==> src/sv/rmq_pkg.sv <==
// types and constants shared by the rotation matrix to quaternion pipeline
// no dependencies
package rmq_pkg;

  localparam int unsigned DataW = 32;
  localparam int unsigned DiffW = 33;
  localparam int unsigned RadW  = 35;
  localparam int unsigned RootW = 32;
  localparam int unsigned NumW  = 64;
  localparam int unsigned LaneN = 3;

  typedef enum logic [1:0] {
    LEAD_X = 2'd0,
    LEAD_Y = 2'd1,
    LEAD_Z = 2'd2,
    LEAD_W = 2'd3
  } lead_e;

  // lanes hold the three non-leading components in ascending order x, y, z, w
  typedef struct packed {
    lead_e                    lead;
    logic signed [DiffW-1:0]  d2;
    logic signed [DiffW-1:0]  d1;
    logic signed [DiffW-1:0]  d0;
  } sq_sb_t;

endpackage

==> src/sv/rmq_front.sv <==
// front end: trace, branch choice, radicand and off-diagonal terms, two stages
// depends on rmq_pkg
module rmq_front import rmq_pkg::*; #(
  parameter int unsigned FRAC_BITS = 30
) (
  input  logic                    clk_i,
  input  logic                    rst_ni,
  input  logic                    en_i,
  input  logic                    vld_i,
  input  logic signed [DataW-1:0] m00_i,
  input  logic signed [DataW-1:0] m01_i,
  input  logic signed [DataW-1:0] m02_i,
  input  logic signed [DataW-1:0] m10_i,
  input  logic signed [DataW-1:0] m11_i,
  input  logic signed [DataW-1:0] m12_i,
  input  logic signed [DataW-1:0] m20_i,
  input  logic signed [DataW-1:0] m21_i,
  input  logic signed [DataW-1:0] m22_i,
  output logic                    vld_o,
  output logic [NumW-1:0]         rad_o,
  output sq_sb_t                  sb_o
);

  logic signed [RadW-1:0] one;
  logic signed [RadW-1:0] tr, rw, rx, ry, rz;
  lead_e                  lead_d, lead_q;
  logic signed [RadW-1:0] rad_d, rad_q;
  logic signed [DiffW-1:0] a_d, b_d, c_d, p_d, s_d, r_d;
  logic signed [DiffW-1:0] a_q, b_q, c_q, p_q, s_q, r_q;
  logic                   vld1_q, vld2_q;
  logic [NumW-1:0]        n_d, n_q;
  sq_sb_t                 sb_d, sb_q;

  assign one = RadW'(1) <<< FRAC_BITS;

  always_comb begin
    tr = RadW'(m00_i) + RadW'(m11_i) + RadW'(m22_i);
    rw = tr + one;
    rx = RadW'(m00_i) - RadW'(m11_i) - RadW'(m22_i) + one;
    ry = RadW'(m11_i) - RadW'(m22_i) - RadW'(m00_i) + one;
    rz = RadW'(m22_i) - RadW'(m00_i) - RadW'(m11_i) + one;
    a_d = DiffW'(m21_i) - DiffW'(m12_i);
    b_d = DiffW'(m02_i) - DiffW'(m20_i);
    c_d = DiffW'(m10_i) - DiffW'(m01_i);
    p_d = DiffW'(m01_i) + DiffW'(m10_i);
    s_d = DiffW'(m20_i) + DiffW'(m02_i);
    r_d = DiffW'(m12_i) + DiffW'(m21_i);
    // ties keep the earlier diagonal entry
    if (!tr[RadW-1]) begin
      lead_d = LEAD_W;
      rad_d  = rw;
    end else if (m22_i > ((m11_i > m00_i) ? m11_i : m00_i)) begin
      lead_d = LEAD_Z;
      rad_d  = rz;
    end else if (m11_i > m00_i) begin
      lead_d = LEAD_Y;
      rad_d  = ry;
    end else begin
      lead_d = LEAD_X;
      rad_d  = rx;
    end
  end

  always_ff @(posedge clk_i or negedge rst_ni) begin
    if (!rst_ni) begin
      vld1_q <= 1'b0;
      vld2_q <= 1'b0;
      lead_q <= LEAD_W;
    end else if (en_i) begin
      vld1_q <= vld_i;
      vld2_q <= vld1_q;
      lead_q <= lead_d;
    end
  end

  always_ff @(posedge clk_i) begin
    if (en_i) begin
      rad_q <= rad_d;
      a_q <= a_d; b_q <= b_d; c_q <= c_d;
      p_q <= p_d; s_q <= s_d; r_q <= r_d;
      n_q <= n_d;
      sb_q <= sb_d;
    end
  end

  always_comb begin
    // negative radicand counts as zero
    if (rad_q[RadW-1] || rad_q == '0) n_d = '0;
    else n_d = NumW'(rad_q) << FRAC_BITS;
    sb_d.lead = lead_q;
    case (lead_q)
      LEAD_X: begin
        sb_d.d0 = p_q; sb_d.d1 = s_q; sb_d.d2 = a_q;
      end
      LEAD_Y: begin
        sb_d.d0 = p_q; sb_d.d1 = r_q; sb_d.d2 = b_q;
      end
      LEAD_Z: begin
        sb_d.d0 = s_q; sb_d.d1 = r_q; sb_d.d2 = c_q;
      end
      default: begin
        sb_d.d0 = a_q; sb_d.d1 = b_q; sb_d.d2 = c_q;
      end
    endcase
  end

  assign vld_o = vld2_q;
  assign rad_o = n_q;
  assign sb_o  = sb_q;

endmodule

==> config.mk <==
export PLATFORM = sky130hd
export DESIGN_NAME = rmq_front
export DESIGN_NICKNAME = d
export VERILOG_FILES = /design/src/sv/rmq_pkg.sv /design/src/sv/rmq_front.sv
export SDC_FILE = /design/constraint.sdc
export NUM_CORES = 1
export LEC_CHECK = 0
export BUFFER_PORTS_ARGS = -buffer_cell sky130_fd_sc_hd__buf_2
export CORE_MARGIN = 2
export CORE_UTILIZATION = 40
export CTS_CLUSTER_SIZE = 12
export DETAILED_ROUTE_END_ITERATION = 6
export PLACE_DENSITY_LB_ADDON = 0.3
export SKIP_LAST_GASP = 1
export SLEW_MARGIN = 20
export SYNTH_ARGS = -nofsm -noshare
export SYNTH_HDL_FRONTEND = slang
export SYNTH_SLANG_ARGS = --single-unit
==> constraint.sdc <==
create_clock -name clk_i -period 2.55 [get_ports clk_i]
set_input_delay 0.3825 -clock clk_i [delete_from_list [all_inputs] [get_ports clk_i]]
set_output_delay 0.3825 -clock clk_i [all_outputs]
set_load 0.005 [all_outputs]
After elaboration in Yosys (flattened, before gate mapping)
Cells that the tools add are included.
{ "classes": {"n_addsub": 18, "n_lt_le_gt_ge": 2, "eq_ne": 2, "muxes": 8, "n_reduce_logical": 3} }
{ "op_table": {"columns": ["op", "n"], "rows": [
  ["99-bit case mux with 3 select lines", 1],
  ["32-bit by 32-bit subtractor with 33-bit output", 6],
  ["34-bit by 32-bit adder with 35-bit output (second input constant)", 4],
  ["32-bit by 32-bit adder with 33-bit output", 4],
  ["35-bit 2-to-1 mux", 3],
  ["33-bit by 32-bit subtractor with 34-bit output", 3],
  ["32-bit greater-than comparator", 2],
  ["35-bit logical NOT", 1],
  ["33-bit by 32-bit adder with 34-bit output", 1],
  ["32-bit 2-to-1 mux", 1],
  ["2-bit 2-to-1 mux", 2],
  ["2-bit by 1-bit == test with 1-bit output (second input constant)", 1],
  ["2-bit == test (second input constant)", 1],
  ["2-bit logical NOT", 1],
  ["1-bit logical OR", 1],
  ["1-bit 2-to-1 mux", 1]
]} }
{ "word_totals": {"regBits": 402, "inputBits": 292, "output_inout_bits": 166, "word_cells": 49} }

Depth between registers and ports, before layout
{ "depth": {"depth_word": 6, "depth_mapped": 28, "ltp_nobuf": 23} }

Worst setup path after synthesis
OpenSTA, ideal clock, no wires.
{ "synth_timing": {"kind": "input-to-reg", "start": "input m00_i[1]", "end": "register rad_q[34] (data pin)", "setup_ps": 256, "t_arrival_ps": 5159, "required_time_ps": 2294, "path_slack_ps": -2865, "path_stages": 26, "path_buffers": 5, "cell_sequence": "inv_1 -> ha_1 -> nor2b_1 -> o21ai_1 -> a21boi_1 -> o41ai_2 -> a31oi_2 -> a2111oi_4 -> mux2i_4 -> buf_6 -> buf_4 -> buf_2 -> a21oi_1 -> ha_1 -> a21o_1 -> nand3_1 -> a21oi_1 -> a2111oi_0 -> o21ai_0 -> a21oi_1 -> xnor2_1 -> a31oi_2 -> buf_2 -> buf_1 -> o211ai_1 -> o211a_1"} }
{ "synth_via": {"elab_chain_len": 6, "word_cells_on_any_way": 17, "classes_between": "add/sub: 11; order compare: 2; mux: 4"} }
{ "synth_lines": {"columns": ["item", "line", "source"], "rows": [
  ["start, declared", "rmq_front.sv:10", "input logic signed [DataW-1:0] m00_i,"],
  ["32-bit by 32-bit subtractor with 33-bit output", "rmq_front.sv:39", "rx = RadW'(m00_i) - RadW'(m11_i) - RadW'(m22_i) + one;"],
  ["33-bit by 32-bit subtractor with 34-bit output", "rmq_front.sv:39", null],
  ["34-bit by 32-bit adder with 35-bit output", "rmq_front.sv:39", null],
  ["35-bit 2-to-1 mux", "rmq_front.sv:55", "end else if (m11_i > m00_i) begin"],
  ["35-bit 2-to-1 mux", "rmq_front.sv:52", "end else if (m22_i > ((m11_i > m00_i) ? m11_i : m00_i)) begin"],
  ["35-bit 2-to-1 mux (*)", "rmq_front.sv:49", "if (!tr[RadW-1]) begin"],
  ["net rad_d[34]", "rmq_front.sv:27", "logic signed [RadW-1:0] rad_d, rad_q;"],
  ["end signal, assigned", "rmq_front.sv:78", "rad_q <= rad_d;"],
  ["end, declared", "rmq_front.sv:27", null]
]} }
Mark *: on every way through the listed nets, which the timed path passes. The rest lies on a longest branch.
A chain may end at the register's enable or synchronous reset.

Worst setup path after layout
{ "layout_timing": {"start": "input m11_i[12]", "end": "register rad_q[26] (data pin)"} }
{ "layout_via": {"elab_chain_len": 6, "word_cells_on_any_way": 17, "classes_between": "add/sub: 11; order compare: 2; mux: 4"} }
{ "layout_lines": {"columns": ["item", "line", "source"], "rows": [
  ["start, declared", "rmq_front.sv:14", "input logic signed [DataW-1:0] m11_i,"],
  ["32-bit by 32-bit subtractor with 33-bit output, on equally long branches", "rmq_front.sv:39, rmq_front.sv:40", null],
  ["33-bit by 32-bit subtractor with 34-bit output, on equally long branches", "rmq_front.sv:39, rmq_front.sv:40", null],
  ["34-bit by 32-bit adder with 35-bit output, on equally long branches", "rmq_front.sv:39, rmq_front.sv:40", null],
  ["35-bit 2-to-1 mux", "rmq_front.sv:55", null],
  ["35-bit 2-to-1 mux", "rmq_front.sv:52", null],
  ["35-bit 2-to-1 mux (*)", "rmq_front.sv:49", null],
  ["net rad_d[26]", "rmq_front.sv:27", null]
]} }
Marked as above.

==> flow_metrics.env <==
export IMPL_rr_endpoint="rad_o[58]"
export IMPL_grt_total_usage_pct=25.7
export IMPL_final_hold_violation_count=0
export IMPL_crit_family="simple AND/OR/NAND/NOR gates"
export IMPL_async_flop_share_pct=1.08
export IMPL_numPortBuffers=427
export IMPL_worst_r2r_path_depth=6
export IMPL_dr_pass1_iters=6
export IMPL_ctsRootBufferMaster="clkbuf_16"
export IMPL_worst_slew_pin_transition_ns=1.07
export IMPL_vias=33400
export IMPL_grt_pass1_wl_um=187000
export IMPL_cts_htree_levels=2
export IMPL_viasPerCell=5.16
export IMPL_final_max_slew_viol_count=0
export IMPL_status="finished, violations left"
export IMPL_max_vdd_ir_drop_uv=435
export IMPL_grt_max_degree=99
export IMPL_routedWlPerCell_um=19.1
export IMPL_synth_edf_count=365
export IMPL_fin_nets=6197
export IMPL_die_h_um=305
export IMPL_powerDensity_nw_per_um2=645
export IMPL_relSlewSlack_pct=26.7
export IMPL_gp_congestion=0.941
export IMPL_crit_path_end_kind="flip-flop"
export IMPL_whs_ns=0.150
export IMPL_min_delay_path_class="in2async"
export IMPL_cts_sinks=369
export IMPL_fin_cells=6473
export IMPL_initial_core_util_pct=40.4
export IMPL_syn_area_um2=36300
export IMPL_drt_iter0_markers=1885
export IMPL_leakagePower_nw=24.7
export IMPL_syn_area_per_cell_um2=9.61
export IMPL_crit_arrival_ns=5.42
export IMPL_critical_path_depth=29
export IMPL_reg2reg_slack_ns=0.39
export IMPL_synth_seq_cells=369
export IMPL_fin_ws_ns=-2.54
export IMPL_ant_nets=0
export IMPL_die_w_um=305
export IMPL_placed_area_um2=48100
export IMPL_synthCells=3779
export IMPL_path_class="in2reg"
export IMPL_antenna_found_initial=23
export IMPL_crit_required_ns=2.88
export IMPL_synth_cell_type_count=98
export IMPL_finClkSkew_ns=0.0185
export IMPL_seq_area_frac_synth_pct=30.5
export IMPL_drive_gt1_share_pct=37.7
export IMPL_die_area_um2=93200
export IMPL_finalSetupTns_ns=-88.79
export IMPL_path_clk_slew_ns=0.06
export IMPL_r2r_start="rad_q[29]"
export IMPL_grt_pass1_vias=33800
export IMPL_path_buf_inv=10
export IMPL_path_common_cell="buf_12"
export IMPL_start_kind="input pin"
export IMPL_hpwl_um=100000
export IMPL_cts_tree="built"
export IMPL_core_um2=90000
export IMPL_finalSetupViolations=53
export IMPL_syn2layout_area_growth_pct=43.5
export IMPL_drc=0
export IMPL_fmax_mhz=196
export IMPL_drv_cap=0
export IMPL_cpPeakStageDelay_ns=0.56
export IMPL_grt_overflow_total=0
export IMPL_ys_warn_count=0
export IMPL_p_total_mw=33.6
export IMPL_cts_buffer_depth=3
export IMPL_crit_fanout=5
export IMPL_clkLatencyLatePin_ns=0.59
export IMPL_placed_cells=6305
export IMPL_pin_count=458
export IMPL_rsz0062_at_grt="yes"
export IMPL_wl_um=123000
export IMPL_ys_flop_type="edfxtp_1"
export IMPL_cp_slowest_cell="or4_4"
export IMPL_final_area_um2=52100
export IMPL_min_period_over_period_pct=200
export IMPL_final_util_pct=57.9
export IMPL_rows=110
export IMPL_cts_made_buffers=43
export IMPL_post_route_min_period_ns=5.09
export IMPL_pre_cts_slack_ns=-3.48
export IMPL_violations="setup timing"
[worst reg2reg max path, cell delays in order, from the launching register on]
cell      delay, ns
edfxtp_1       0.50
nor4_1         0.45
nand3_1        0.20
nor2_1         0.17
a31oi_2        0.15
buf_4          0.25
and2_1         0.21
[cells by family (layout without fill, tap and decap cells)]
family / count (synthesis) / in the layout / synth area share (%)
buffers and inverters: 514 / 1994 / 5.79
AOI/OAI and AO/OA: 1049 / 1049 / 18.7
and+or+nand+nor: 840 / 840 / 10.9
muxes: 86 / 86 / 2.42
xor gates and xnor gates: 271 / 271 / 6.53
DFF: 369 / 369 / 30.5
adders and majority gates: 649 / 649 / 25.2
other: 1 / 39 / 0.0103
[layout by cell type, fill, tap and decap left out, types with 20 or more instances in the layout]
cell	instances
clkbuf_16	43
ha_4	42
xor2_1	71
o21a_1	32
inv_2	20
buf_6	41
inv_1	317
mux2i_1	81
o21ai_0	133
nand3_1	34
nand2b_1	39
nor2b_1	34
and2_1	40
o21bai_1	60
o211ai_1	21
a21oi_2	56
fa_1	132
nor4_1	25
xnor2_1	194
ha_1	461
edfxtp_1	365
nor2_1	333
buf_12	26
nand2_1	144
nor3_1	41
o21ai_2	23
and3_1	22
nand4_1	21
conb_1	30
o22ai_1	38
a21o_1	113
a31oi_1	24
o21ai_1	24
buf_4	1077
buf_2	400
a21oi_1	300
a211oi_1	24
[routing by layer]
layer,vias to the layer above,part of all wire [%],global-route usage [%]
li1,16300,-,-
met1,16000,42,32.8
met2,906,48,44.5
met3,234,5.6,3.29
met4,18,4.1,9.03
met5,-,0.087,0
[worst max path at each step]
stage | from | end | slack, ns
6_report | m11_i[12] | rad_q[26] | -2.54
5_1_grt | m11_i[12] | rad_q[26] | -2.66
4_1_cts | m11_i[12] | rad_q[26] | -2.41
3_5_place_dp | m11_i[12] | rad_q[26] | -3.48
3_3_place_gp | m11_i[12] | rad_q[26] | -3.43
2_1_floorplan | m00_i[12] | rad_q[28] | -2.52
[synthesized netlist by cell type, types with 36 or more instances]
master    instances  share of area (%)
and2_1           40               0.69
xnor2_1         200                4.8
nand3_1          36               0.50
nor3_1           49               0.68
o22ai_1          40               0.69
edfxtp_1        365                 30
xor2_1           71                1.7
a21oi_1         363                5.0
nand2b_1         41               0.71
o21bai_1         65                1.3
inv_1           353                3.6
o21ai_0         163                2.2
nor2_1          351                3.6
mux2i_1          81                2.2
fa_1            138                7.6
a21o_1          113                2.3
a211oi_1         37               0.76
clkbuf_1         87               0.90
nand2_1         156                1.6
ha_1            511                 18
nor2b_1          42               0.72
[sequential cells by signal, indices dropped and copies added, names as in the netlist]
register	count
vld_o	1
b_q	32
rad_o	34
a_q	32
sb_o	101
s_q	33
vld1_q	1
r_q	33
lead_q	2
p_q	33
c_q	32
rad_q	35
[final cells by class]
type / instances / area, um^2
Clock buffer: 55 / 1120
Multi-Input combinational cell: 2925 / 25300
Clock inverter: 22 / 233
Fill cell: 7769 / 37900
Timing Repair Buffer: 1561 / 11400
Antenna cell: 9 / 22.5
Inverter: 356 / 1470
Tap cell: 1176 / 1470
Sequential cell: 369 / 11100
[timing repair]
item | CTS | global route
resized for setup | 215 | 175
gates cloned | 8 | 0
hold endpoints to repair | 5 | 0
hold buffers | 2 | 0
setup buffers | 54 | 30
endpoints found under the setup margin | 89 | 93
pin swaps | 122 | 170
[power breakdown]
group          total, mW  leakage (nW)  switching, mW  internal, mW
sequential          9.46          3.63          0.883          8.58
combinational       18.1          20.4           9.28          8.79
clock               6.09         0.656           2.65          3.43
total               33.6          24.7           12.8          20.8
Note: power is estimated with default switching activity, not from simulation.
